==> config.mk <==
export PLATFORM = sky130hd
export DESIGN_NAME = pad_key_repeat_touch_qualifier
export DESIGN_NICKNAME = d
export VERILOG_FILES = /design/src/hdl/pkrtq_pkg.sv /design/src/hdl/pad_key_repeat_touch_qualifier.sv
export SDC_FILE = /design/constraint.sdc
export NUM_CORES = 1
export LEC_CHECK = 0
export BUFFER_PORTS_ARGS = -buffer_cell sky130_fd_sc_hd__buf_2
export CORE_MARGIN = 2
export CORE_UTILIZATION = 57
export DETAILED_ROUTE_END_ITERATION = 10
export PLACE_DENSITY = 0.85
export SYNTH_ARGS = -nofsm -noshare
export SYNTH_HDL_FRONTEND = slang
export SYNTH_SLANG_ARGS = --single-unit
==> constraint.sdc <==
create_clock -name clk_i -period 4 [get_ports clk_i]
set_input_delay 0.8 -clock clk_i [delete_from_list [all_inputs] [get_ports clk_i]]
set_output_delay 0.8 -clock clk_i [all_outputs]
set_load 0.01 [all_outputs]
==> src/hdl/pkrtq_pkg.sv <==
// ----------------------------------------------------------------------------
// pkrtq_pkg: keypad repeat / touch qualifier package
// Item layouts, register map, button positions and the button remap function.
// ----------------------------------------------------------------------------
package pkrtq_pkg;

  // Number of raw button bits in use (12 to 16); unused upper bits are masked.
  localparam int unsigned KEY_BITS = 16;
  localparam int unsigned KEY_W    = 16;
  localparam logic [KEY_W-1:0] KEY_MASK = KEY_W'((33'd1 << KEY_BITS) - 33'd1);

  // Button positions
  localparam int unsigned BTN_A     = 0;
  localparam int unsigned BTN_START = 3;
  localparam int unsigned BTN_R     = 8;
  localparam int unsigned BTN_L     = 9;
  localparam int unsigned BTN_X     = 10;
  localparam int unsigned BTN_Y     = 11;

  // Configuration register map (word index = paddr[3:2])
  localparam int unsigned PADDR_W  = 4;
  localparam int unsigned PDATA_W  = 32;
  localparam logic [1:0] REG_SPEED = 2'd0;
  localparam logic [1:0] REG_WAIT  = 2'd1;
  localparam logic [1:0] REG_REMAP = 2'd2;

  localparam logic [7:0] SPEED_RST = 8'd8;
  localparam logic [7:0] WAIT_RST  = 8'd15;

  typedef enum logic [1:0] {
    REMAP_NONE    = 2'd0,
    REMAP_START_X = 2'd1,
    REMAP_SWAP_XY = 2'd2,
    REMAP_L_A     = 2'd3
  } remap_e;

  // Touch validity codes
  localparam logic [1:0] TV_VALID    = 2'd0;
  localparam logic [1:0] TV_X_BAD    = 2'd1;
  localparam logic [1:0] TV_Y_BAD    = 2'd2;
  localparam logic [1:0] TV_BOTH_BAD = 2'd3;

  // Input item, last field in the lowest bits
  typedef struct packed {
    logic [3:0]       pad;
    logic [1:0]       touch_validity;
    logic [7:0]       touch_y_in;
    logic [7:0]       touch_x_in;
    logic             touch_down;
    logic [KEY_W-1:0] raw_keys;
    logic             lid_closed;
  } in_item_t;

  // Result item, last field in the lowest bits
  typedef struct packed {
    logic [5:0]       pad;
    logic             touch_held;
    logic             touch_pressed;
    logic [7:0]       touch_y_out;
    logic [7:0]       touch_x_out;
    logic [KEY_W-1:0] keys_repeat;
    logic [KEY_W-1:0] keys_pressed;
    logic [KEY_W-1:0] keys_held;
  } out_item_t;

  localparam int unsigned IN_W  = $bits(in_item_t);
  localparam int unsigned OUT_W = $bits(out_item_t);

  function automatic logic [KEY_W-1:0] remap_keys(input logic [KEY_W-1:0] k,
                                                  input remap_e mode);
    logic [KEY_W-1:0] r;
    r = k;
    case (mode)
      REMAP_START_X: begin
        if (k[BTN_START]) r[BTN_X] = 1'b1;
      end
      REMAP_SWAP_XY: begin
        r[BTN_X] = k[BTN_Y];
        r[BTN_Y] = k[BTN_X];
      end
      REMAP_L_A: begin
        if (k[BTN_L]) r[BTN_A] = 1'b1;
        r[BTN_L] = 1'b0;
        r[BTN_R] = 1'b0;
      end
      default: r = k;
    endcase
    return r;
  endfunction

endpackage

==> src/hdl/pad_key_repeat_touch_qualifier.sv <==
// ----------------------------------------------------------------------------
// pad_key_repeat_touch_qualifier: keypad edge detect, auto-repeat and touch
// Derives held / pressed / repeat button masks per frame tick, remaps them and
// qualifies the touch sample against the previous contact state.
// ----------------------------------------------------------------------------
//
//  channel   | direction | handshake                     | payload
//  ----------+-----------+-------------------------------+-------------------
//  s_axis    | in        | s_axis_tvalid / s_axis_tready | 40-bit tick item
//  m_axis    | out       | m_axis_tvalid / m_axis_tready | 72-bit result item
//  apb       | in        | psel & penable & pwrite       | 3 config registers
//
//  One item per cycle sustained while m_axis_tready stays high. An accepted
//  item is held in the input register, the key/touch logic runs on it in one
//  pass and the result is registered into the output register, which drives
//  m_axis_tvalid and m_axis_tdata.
//  Reset clears the pipeline valids, the key/touch history and the registers
//  to their defaults (speed 8, wait 15, no remap); no clearing pass is needed.
//  An output stall holds the result register; the input register still takes
//  one more item, after which s_axis_tready drops until the result drains.
//
module pad_key_repeat_touch_qualifier (
  input  logic                          clk_i,
  input  logic                          rst_ni,
  // tick items
  input  logic                          s_axis_tvalid,
  output logic                          s_axis_tready,
  // [0] lid_closed, [16:1] raw_keys, [17] touch_down, [25:18] touch_x_in,
  // [33:26] touch_y_in, [35:34] touch_validity, [39:36] zero
  input  logic [pkrtq_pkg::IN_W-1:0]    s_axis_tdata,
  // result items
  output logic                          m_axis_tvalid,
  input  logic                          m_axis_tready,
  // [15:0] keys_held, [31:16] keys_pressed, [47:32] keys_repeat,
  // [55:48] touch_x_out, [63:56] touch_y_out, [64] touch_pressed,
  // [65] touch_held, [71:66] zero
  output logic [pkrtq_pkg::OUT_W-1:0]   m_axis_tdata,
  // configuration
  input  logic                          psel,
  input  logic                          penable,
  input  logic                          pwrite,
  input  logic [pkrtq_pkg::PADDR_W-1:0] paddr,
  input  logic [pkrtq_pkg::PDATA_W-1:0] pwdata,
  output logic [pkrtq_pkg::PDATA_W-1:0] prdata,
  output logic                          pready
);
  import pkrtq_pkg::*;

  // configuration registers
  logic [7:0] speed_q;
  logic [7:0] wait_q;
  remap_e     remap_q;
  logic       cfg_we;
  logic [1:0] reg_idx;

  // pipeline
  logic      in_valid_q;
  in_item_t  in_data_q;
  logic      out_valid_q;
  out_item_t out_data_q;
  logic      advance;
  logic      s_take;

  // tick history
  logic [KEY_W-1:0] prev_keys_q, prev_keys_d;
  logic [7:0]       countdown_q, countdown_d;
  logic [7:0]       touch_x_q, touch_x_d;
  logic [7:0]       touch_y_q, touch_y_d;
  logic             was_held_q, was_held_d;
  out_item_t        result;

  assign pready  = 1'b1;
  assign cfg_we  = psel & penable & pwrite;
  assign reg_idx = paddr[3:2];

  // register file: byte address 4*i, lower address bits ignored
  always_ff @(posedge clk_i or negedge rst_ni) begin
    if (!rst_ni) begin
      speed_q <= SPEED_RST;
      wait_q  <= WAIT_RST;
      remap_q <= REMAP_NONE;
    end else if (cfg_we) begin
      unique case (reg_idx)
        REG_SPEED: speed_q <= pwdata[7:0];
        REG_WAIT:  wait_q  <= pwdata[7:0];
        REG_REMAP: remap_q <= remap_e'(pwdata[1:0]);
        default: ;
      endcase
    end
  end

  always_comb begin
    unique case (reg_idx)
      REG_SPEED: prdata = {24'd0, speed_q};
      REG_WAIT:  prdata = {24'd0, wait_q};
      REG_REMAP: prdata = {30'd0, remap_q};
      default:   prdata = '0;
    endcase
  end

  // advance the input item into the result register when that slot frees up
  assign advance       = in_valid_q & (~out_valid_q | m_axis_tready);
  assign s_axis_tready = ~in_valid_q | advance;
  assign s_take        = s_axis_tvalid & s_axis_tready;

  always_ff @(posedge clk_i or negedge rst_ni) begin
    if (!rst_ni) begin
      in_valid_q  <= 1'b0;
      out_valid_q <= 1'b0;
    end else begin
      if (s_axis_tready) in_valid_q <= s_axis_tvalid;
      if (advance) out_valid_q <= 1'b1;
      else if (m_axis_tready) out_valid_q <= 1'b0;
    end
  end

  always_ff @(posedge clk_i) begin
    if (s_take) in_data_q <= s_axis_tdata;
    if (advance) out_data_q <= result;
  end

  // one tick of key and touch logic
  always_comb begin
    logic [KEY_W-1:0] keys;
    logic [KEY_W-1:0] pressed;
    logic [KEY_W-1:0] rep;
    logic [7:0]       cd_dec;
    logic             touch;

    keys    = in_data_q.raw_keys & KEY_MASK;
    pressed = keys & ~prev_keys_q;
    rep     = pressed;
    cd_dec  = countdown_q - 8'd1;

    // count down while the word stays unchanged and nonzero, else rearm
    if ((keys != '0) && (keys == prev_keys_q)) begin
      if (cd_dec == 8'd0) begin
        rep         = keys;
        countdown_d = speed_q;
      end else begin
        countdown_d = cd_dec;
      end
    end else begin
      countdown_d = wait_q;
    end
    prev_keys_d = keys;

    // touch: partial coordinate update only while contact is already held
    touch     = in_data_q.touch_down;
    touch_x_d = touch_x_q;
    touch_y_d = touch_y_q;
    if (in_data_q.touch_validity == TV_VALID) begin
      touch_x_d = in_data_q.touch_x_in;
      touch_y_d = in_data_q.touch_y_in;
    end else if (was_held_q) begin
      if (in_data_q.touch_validity == TV_X_BAD) touch_y_d = in_data_q.touch_y_in;
      else if (in_data_q.touch_validity == TV_Y_BAD) touch_x_d = in_data_q.touch_x_in;
    end else begin
      touch = 1'b0;
    end
    was_held_d = touch;

    result               = '0;
    result.keys_held     = remap_keys(keys, remap_q);
    result.keys_pressed  = remap_keys(pressed, remap_q);
    result.keys_repeat   = remap_keys(rep, remap_q);
    result.touch_x_out   = touch_x_d;
    result.touch_y_out   = touch_y_d;
    result.touch_pressed = touch & ~was_held_q;
    result.touch_held    = touch;

    // lid closed: zero the result, drop contact, keep everything else
    if (in_data_q.lid_closed) begin
      result      = '0;
      prev_keys_d = prev_keys_q;
      countdown_d = countdown_q;
      touch_x_d   = touch_x_q;
      touch_y_d   = touch_y_q;
      was_held_d  = 1'b0;
    end
  end

  always_ff @(posedge clk_i or negedge rst_ni) begin
    if (!rst_ni) begin
      prev_keys_q <= '0;
      countdown_q <= '0;
      touch_x_q   <= '0;
      touch_y_q   <= '0;
      was_held_q  <= 1'b0;
    end else if (advance) begin
      prev_keys_q <= prev_keys_d;
      countdown_q <= countdown_d;
      touch_x_q   <= touch_x_d;
      touch_y_q   <= touch_y_d;
      was_held_q  <= was_held_d;
    end
  end

  assign m_axis_tvalid = out_valid_q;
  assign m_axis_tdata  = out_data_q;

endmodule

== Word level (Yosys, flattened, before mapping) ==
Cells that the tools add are included.

* Input bits: 83
* Bits in registers: 169
* Output and inout port bits: 107

* Mux-type cells: 32
* $add $sub $neg: 1
* Reduce and logical (&&, ||, !) cells: 11
* Bitwise operators: 13
* Equality and inequality tests: 8

{| class="wikitable"
|+ Operators with widths
! kind !! count
|-
| 8-bit two-way mux || 9
|-
| 16-bit two-way mux || 2
|-
| 8-bit one-hot mux with 3 select lines || 1
|-
| 1-bit two-way mux || 17
|-
| 16-bit bitwise AND || 1
|-
| 16-bit == test || 1
|-
| 16-bit inverter || 1
|-
| 16-bit nonzero test || 1
|-
| 2-bit == test, second input constant || 4
|-
| 8-bit logical NOT || 1
|-
| 2-bit AND reduction || 4
|-
| 8-bit by 1-bit subtractor with 8-bit output, second input constant || 1
|-
| 2-bit by 1-bit == test with 1-bit output, second input constant || 3
|-
| 1-bit one-hot mux with 2 select lines || 3
|-
| 1-bit bitwise AND || 5
|-
| 2-bit logical NOT || 2
|-
| 1-bit inverter || 4
|-
| 1-bit bitwise OR || 2
|-
| 2-bit nonzero test || 1
|-
| 2-bit OR reduction || 1
|-
| 1-bit logical AND || 1
|}

== Longest topological paths before layout ==
Gate-level depths: netlist of the first run.

* Depth in word-level cells: 6
* Mapped depth: 10
* Depth with buffers taken out: 8

== Worst setup path before layout of the first run ==
Ideal clock, no wire load.

* Kind: input port to flip-flop
* Start point: in m_axis_tready
* End point: reg out_data_q, in the netlist m_axis_tdata[0], enable pin
* Stages: 3
* Slack: 1,284 ps
* Setup time: 421 ps
* Data required time: 3,579 ps
* Arrival: 2,295 ps
* Cell sequence: nand2b_1 nand2_1 inv_1

* Cells in the longest elaborated chain, start to end: 2

{| class="wikitable"
|+ Ends and longest elaborated chain
! element !! RTL line !! source
|-
| start, declared || pad_key_repeat_touch_qualifier.sv:33 || <nowiki>input logic m_axis_tready,</nowiki>
|-
| 1-bit bitwise OR || pad_key_repeat_touch_qualifier.sv:102 || <nowiki>assign advance = in_valid_q & (~out_valid_q | m_axis_tready);</nowiki>
|-
| 1-bit bitwise AND || pad_key_repeat_touch_qualifier.sv:102 ||
|-
| net advance || pad_key_repeat_touch_qualifier.sv:61 || <nowiki>logic advance;</nowiki>
|-
| end signal, assigned || pad_key_repeat_touch_qualifier.sv:119 || <nowiki>if (advance) out_data_q <= result;</nowiki>
|-
| end, declared || pad_key_repeat_touch_qualifier.sv:60 || <nowiki>out_item_t out_data_q;</nowiki>
|}

The timed path passes the listed nets, and every way through them passes these cells.
A chain may end at the register's enable or synchronous reset.

== Worst setup path in the final report of the first run ==
* Start point: reg countdown_q[0]
* End point: reg out_data_q, in the netlist m_axis_tdata[42], data pin

* Cells in the longest elaborated chain, start to end: 6

{| class="wikitable"
|+ Ends and longest elaborated chain
! element !! RTL line !! source
|-
| start, declared || pad_key_repeat_touch_qualifier.sv:66 || <nowiki>logic [7:0] countdown_q, countdown_d;</nowiki>
|-
| start signal, assigned || pad_key_repeat_touch_qualifier.sv:192 || <nowiki>countdown_q <= countdown_d;</nowiki>
|-
| 8-bit by 1-bit subtractor with 8-bit output (*) || pad_key_repeat_touch_qualifier.sv:133 || <nowiki>cd_dec = countdown_q - 8'd1;</nowiki>
|-
| 8-bit logical NOT (*) || pad_key_repeat_touch_qualifier.sv:137 || <nowiki>if (cd_dec == 8'd0) begin</nowiki>
|-
| 16-bit two-way mux (*) || pad_key_repeat_touch_qualifier.sv:137 ||
|-
| 16-bit two-way mux (*) || pad_key_repeat_touch_qualifier.sv:136 || <nowiki>if ((keys != '0) && (keys == prev_keys_q)) begin</nowiki>
|-
| 1-bit two-way mux || pkrtq_pkg.sv:75 || <nowiki>if (k[BTN_START]) r[BTN_X] = 1'b1;</nowiki>
|-
| 1-bit one-hot mux with 2 select lines (*) || pkrtq_pkg.sv:73 || <nowiki>case (mode)</nowiki>
|}

Mark *: on every way between the ends. The rest lies on a longest branch, timed or not.

==> results.json, run 1 <==
{
  "drive_above_1_share": 0.290,
  "clkTransAtPathRegs_ns": 0.06,
  "grt_pass1_vias": 4868,
  "crit_type": "flop to flop",
  "worst_ep_arrival_time_ns": 3.09,
  "holdWs_ns": 0.383,
  "slowest_stage": "dfrtp_1",
  "p_sw_frac": 0.264,
  "hold_violations": 0,
  "track_usage": 0.216,
  "hp-class": "input port to asynchronous set/reset pin",
  "synth_ff_type": "edfxtp_1",
  "synthArstFlopShare": 0.374,
  "cts_root_buffer": "clkbuf_16",
  "clock.fmax_ghz": 0.342,
  "htreeDepth": 4,
  "clock_skew_ns": 0.00860,
  "nFillCells": 903,
  "max_slew.worst_pin.slew_ns": 1.02,
  "first_pass_iters": 5,
  "drtIter0Drc": 337,
  "synth_top_cell_by_area": "edfxtp_1",
  "max-vdd-ir-drop_uv": 316,
  "grt_pass1_wl_um": 23300,
  "synth.area.top_cells": "edfxtp_1, dfrtp_1, mux2i_1",
  "place_area_um2": 8050,
  "yosys_warnings": 0,
  "hpwlAfterDp_um": 10100,
  "detailedPlace.worstSlack_ns": 1.11,
  "cp_data_required_time_ns": 4.16,
  "p_int_mw": 3.39,
  "power-per-cell-area_nw_per_um2": 533,
  "outcome": "finished clean",
  "avgRoutedWirePerCell_um": 16.0,
  "cts_setup_buffers": 0,
  "synth_compound_area_frac": 0.0470,
  "initial_core_util": 0.583,
  "muxShareOfSynthArea": 0.106,
  "critPathLaunchType": "flop",
  "utilization": 0.684,
  "synth_fa_ha_area_frac": 0.0357,
  "cts.sinks": 163,
  "num-nets-final": 815,
  "seqPwrFrac": 0.484,
  "worstSetupEndpointType": "flop",
  "layout_setup_ws_ns": 1.08,
  "core_um2": 12600,
  "die_w_um": 118,
  "die-height_um": 118,
  "crit_chain": "inv_1 -> ha_1 -> or2_1 -> o32ai_1 -> nand3b_1 -> nor4_4 -> buf_4 -> mux2i_1 -> a311oi_2",
  "synth_xor_area_frac": 0.00238,
  "multi_input_area_um2": 2430,
  "rsz0062_at_grt": "no",
  "slew_viol_final": 0,
  "hold_buffers": 0,
  "portBuffers": 128,
  "cts_tree": "yes",
  "placed_cells": 864,
  "combinationalPowerShare": 0.166,
  "clk-insertion-delay-late_ns": 0.43,
  "rows": 41,
  "grt_max_degree": 65,
  "yosysTopAreaCellShare": 0.416,
  "cts_buffers": 17,
  "globalRoute.totalOverflow": 0,
  "num_io_pins": 190,
  "period_minus_slack_ns": 2.92,
  "total_power_mw": 4.60,
  "syn_to_final_growth_pct": 17.4,
  "ys_ff_latch": 163,
  "drv_cap": 0,
  "cellLeakagePower_nw": 3.62,
  "drcViolationCount": 0,
  "post_cts_resized": 0,
  "synth_top_family_by_area": "simple AND/OR/NAND/NOR gates",
  "tns_ns": 0,
  "syn_inst": 580,
  "min_period_over_period": 0.730,
  "synth_area_um2": 7350,
  "vias_per_cell": 5.33,
  "ant_nets": 0,
  "dieArea_um2": 13800,
  "slew-limit-headroom": 0.319,
  "clkPwrFrac": 0.351,
  "antenna_found_initial": 0,
  "fin_area_um2": 8630,
  "totalWireLength_um": 14300,
  "yosysSeqAreaShare": 0.625,
  "regArea_um2": 4600,
  "crit_path_max_fanout": 21,
  "clk_path_buf_depth": 2,
  "final_cell_count_no_fill": 896,
  "synth-simple-area-share": 0.122,
  "via_count": 4776,
  "ys_types": 47,
  "setup_viol": 0,
  "synth_edf_count": 102,
  "avgSynthCellArea_um2": 12.7,
  "antenna_cells": 0,
  "switchingPower_mw": 1.21,
  "gp_congestion": 0.871,
  "worst_path_largest_cell_delay_ns": 0.53
}
-- kinds of logic after synthesis --
logic type / after synthesis
AOI/OAI and AO/OA: 56
xor gates and xnor gates: 2
adders and majority gates: 21
buffers and inverters: 82
DFF: 163
muxes: 74
other: 2
and+or+nand+nor: 180
-- sequential cells by signal, summed over array words and instances (netlist names) --
signal and flops:
countdown_q 8, in_data_q 36, in_valid_q 1, m_axis_tdata 66, m_axis_tvalid 1, prev_keys_q 16, remap_q 2, speed_q 8
touch_x_q 8, touch_y_q 8, wait_q 8, was_held_q 1
-- per-layer routing --
metal	up-vias	global-route usage	routed length [um]
met1	2294	0.260	5910
met3	30	0.0446	806
li1	2258	-	-
met4	0	0.106	350
met2	194	0.371	7270
met5	-	0	0
-- synthesized netlist by cell type, types with 5 or more instances --
cell type / n
o21ai_0: 23
nor2b_1: 25
nand2_1: 35
clkbuf_1: 15
nand4_1: 11
buf_4: 32
edfxtp_1: 102
dfrtp_1: 56
nor2_1: 59
and2_1: 7
mux2i_1: 42
mux2_2: 32
nor4_1: 8
inv_1: 27
nor3_1: 13
a21oi_1: 12
ha_1: 21
dfstp_2: 5
a211oi_1: 6
-- area by class of cell --
type                    instances  area share
flip-flops and latches        163       0.532
multi-input cells             364       0.281
repair buffers                138      0.0829
clock buffers                  22      0.0515
well taps                     172      0.0249
clock inverters                10      0.0155
inverters                      27      0.0117
-- cells in the final DEF (no fill, tap or decap), types with 25 or more instances in the layout --
| cell | netlist | routed |
|---|---|---|
| buf_2 | 2 | 128 |
| edfxtp_1 | 102 | 102 |
| nor2_1 | 59 | 58 |
| dfrtp_1 | 56 | 56 |
| mux2i_1 | 42 | 42 |
| nand2_1 | 35 | 35 |
| mux2_2 | 32 | 32 |
| conb_1 | 2 | 31 |
| inv_1 | 27 | 26 |
| nor2b_1 | 25 | 25 |
-- worst max-delay path: cells and delay by family (launching register included) --
| family | cells | cell delay (ns) |
|---|---|---|
| flops | 1 | 0.53 |
| compound gates | 2 | 0.31 |
| mux | 1 | 0.27 |
| simple gates | 3 | 0.79 |
| fa+ha+maj | 1 | 0.28 |
| buf+inv | 2 | 0.46 |
-- worst paths after layout --
check / from / endpoint / slack, ns / cells after the start
max: countdown_q[0]$_DFFE_PN0P_ / m_axis_tdata[42]$_SDFFCE_PP0P_ / 1.08 / 9
min: rst_ni / touch_y_q[2]$_DFFE_PN0P_ / 0.38 / 1
max reg2reg: countdown_q[0]$_DFFE_PN0P_ / m_axis_tdata[42]$_SDFFCE_PP0P_ / 1.08 / 9
min reg2reg: in_valid_q$_DFFE_PN0N_ / m_axis_tvalid$_DFFE_PN0P_ / 0.50 / 1
max in group asynchronous: rst_ni / wait_q[0]$_DFFE_PN1P_ / 2.88 / 2
min in group clk_i: in_valid_q$_DFFE_PN0N_ / m_axis_tvalid$_DFFE_PN0P_ / 0.50 / 1
-- power by group through the flow --
stage / Sequential [mW] / Clock (mW) / Combinational (mW)
CTS: 2.22 / 1.63 / 0.767
floorplan: 2.24 / 0 / 0.529
global route: 2.26 / 1.69 / 0.846
finish: 2.22 / 1.61 / 0.763
detailed placement: 2.26 / 0 / 0.760
global placement: 2.24 / 0 / 0.724
Power figures use the tool's default switching activity.
==> run 2: changes to the inputs <==
--- a/config.mk
+++ b/config.mk
@@ -7,9 +7,9 @@
 export LEC_CHECK = 0
 export BUFFER_PORTS_ARGS = -buffer_cell sky130_fd_sc_hd__buf_2
 export CORE_MARGIN = 2
-export CORE_UTILIZATION = 57
+export CORE_UTILIZATION = 48
 export DETAILED_ROUTE_END_ITERATION = 10
-export PLACE_DENSITY = 0.85
+export PLACE_DENSITY = 0.76
 export SYNTH_ARGS = -nofsm -noshare
 export SYNTH_HDL_FRONTEND = slang
 export SYNTH_SLANG_ARGS = --single-unit
==> constraint.sdc (replaced) <==
create_clock -name clk_i -period 2.5 [get_ports clk_i]
set_input_delay 0.5 -clock clk_i [delete_from_list [all_inputs] [get_ports clk_i]]
set_output_delay 0.5 -clock clk_i [all_outputs]
set_load 0.01 [all_outputs]
==> results.json, run 2 (synthesis results as in run 1) <==
{
  "place_area_um2": 8340,
  "die_w_um": 128,
  "ant_nets": 0,
  "crit_type": "flop to flop",
  "portBuffers": 128,
  "setup_viol": 0,
  "hpwlAfterDp_um": 10800,
  "max-vdd-ir-drop_uv": 503,
  "period_minus_slack_ns": 2.46,
  "crit_start": "countdown_q[0]$_DFFE_PN0P_",
  "slew_viol_final": 0,
  "first_pass_iters": 4,
  "cellLeakagePower_nw": 3.81,
  "track_usage": 0.192,
  "drv_cap": 0,
  "vias_per_cell": 5.18,
  "mostFrequentLayoutCells": "buf_2, edfxtp_1, nor2_1",
  "worst_ep_arrival_time_ns": 2.62,
  "fin_area_um2": 9030,
  "reg2reg_from": "countdown_q[0]$_DFFE_PN0P_",
  "drtIter0Drc": 278,
  "dieArea_um2": 16300,
  "clkTransAtPathRegs_ns": 0.06,
  "cp_top_family": "simple AND/OR/NAND/NOR gates",
  "reg2reg_depth": 9,
  "rows": 45,
  "path_buf_inv": 3,
  "final_cell_count_no_fill": 945,
  "htreeDepth": 4,
  "core_um2": 15100,
  "largest_register_ff_count": 66,
  "power-per-cell-area_nw_per_um2": 824,
  "via_count": 4892,
  "totalWireLength_um": 15600,
  "outcome": "finished clean",
  "initial_core_util": 0.487,
  "ff2ff_setup_slack_ns": 0.04,
  "drcViolationCount": 0,
  "placed_cells": 907,
  "rr_endpoint": "m_axis_tdata[42]$_SDFFCE_PP0P_",
  "cts.sinks": 163,
  "cts_buffers": 17,
  "num-nets-final": 847,
  "gp_congestion": 0.824,
  "critPathLaunchType": "flop",
  "avgRoutedWirePerCell_um": 16.5,
  "cp_data_required_time_ns": 2.66,
  "grt_pass1_vias": 4924,
  "antenna_found_initial": 2,
  "cts_root_buffer": "clkbuf_16",
  "min_period_over_period": 0.984,
  "rsz0062_at_grt": "yes",
  "clk_path_buf_depth": 2,
  "num_io_pins": 190,
  "worst-path-stages": 9,
  "worstSetupEndpointType": "flop",
  "grt_pass1_wl_um": 24000,
  "cts_tree": "yes",
  "clk-insertion-delay-late_ns": 0.43,
  "globalRoute.totalOverflow": 0,
  "final_common_cell": "buf_2",
  "grt_max_degree": 65,
  "crit_path_max_fanout": 6,
  "die-height_um": 128,
  "hold_violations": 0,
  "slew-limit-headroom": 0.573,
  "max_slew.worst_pin.slew_ns": 0.640,
  "slowest_stage": "or4b_1",
  "clock_skew_ns": 0.00737,
  "worst_path_largest_cell_delay_ns": 0.50,
  "crit_chain": "buf_4 -> or4b_1 -> o31ai_1 -> a22oi_2 -> nor4_4 -> buf_6 -> buf_12 -> mux2i_1 -> a311oi_2",
  "syn_to_final_growth_pct": 22.8,
  "clock.fmax_ghz": 0.407,
  "drive_above_1_share": 0.334,
  "hp-class": "input port to asynchronous set/reset pin",
  "hold_buffers": 0
}
[run 2: cell count changes in the layout (fill, tap and decap cells not counted), sizes merged]
cell    previous run  this run
clkbuf            22        23
bufinv             3         2
diode              0         2
inv               27        28
buf              138       168
[run 2: final cells by class]
type | instances | area (um2)
diodes | 2 | 5.00
well taps | 188 | 235
clock buffers | 21 | 460
repair buffers | 170 | 1060
flip-flops and latches | 163 | 4600
multi-input cells | 364 | 2470
clock inverters | 10 | 109
inverters | 27 | 101
fillers | 1186 | 6060
[run 2: worst max path at each step]
stage / end / slack [ns]
2_1_floorplan: m_axis_tdata[42]$_SDFFCE_PP0P_ / 0.06
3_3_place_gp: m_axis_tdata[42]$_SDFFCE_PP0P_ / 0.07
3_5_place_dp: m_axis_tdata[42]$_SDFFCE_PP0P_ / 0.03
4_1_cts: m_axis_tdata[42]$_SDFFCE_PP0P_ / 0.02
5_1_grt: m_axis_tdata[42]$_SDFFCE_PP0P_ / -0.07
6_report: m_axis_tdata[42]$_SDFFCE_PP0P_ / 0.04
[run 2: what timing repair did]
item | 4_1_cts | 5_1_grt
endpoints found under the setup margin | 0 | 16
resized for setup | 0 | 10
buffers inserted | 0 | 3
[run 2: worst reg2reg max path, cell delays in order, from the launching register on]
cell      delay (ns)
dfrtp_1         0.41
buf_4           0.17
or4b_1          0.50
o31ai_1         0.09
a22oi_2         0.17
nor4_4          0.28
buf_6           0.17
buf_12          0.13
mux2i_1         0.21
a311oi_2        0.06
[run 2: per-stage QoR]
step / hold slack, ns / utilization / TNS [ns] / setup WS (ns) / power, mW
2_1_floorplan: 0.204 / - / 0 / 0.0641 / 4.44
3_3_place_gp: 0.473 / 0.553 / 0 / 0.0657 / 4.84
3_5_place_dp: 0.492 / 0.553 / 0 / 0.0306 / 4.92
4_1_cts: 0.102 / 0.591 / 0 / 0.0227 / 7.44
5_1_grt: 0.134 / 0.598 / -0.704 / -0.0703 / 7.77
6_report: 0.0951 / 0.599 / 0 / 0.0409 / 7.44
[run 2: report_power, final]
part / internal, mW / switching, mW
clock network: 1.51 / 1.01
registers: 3.32 / 0.217
logic: 0.622 / 0.759
[run 2: layer usage]
metal	track usage	part of all wire
met5	0	0
met4	0.0983	0.022
met3	0.0497	0.063
met1	0.227	0.42
met2	0.324	0.50
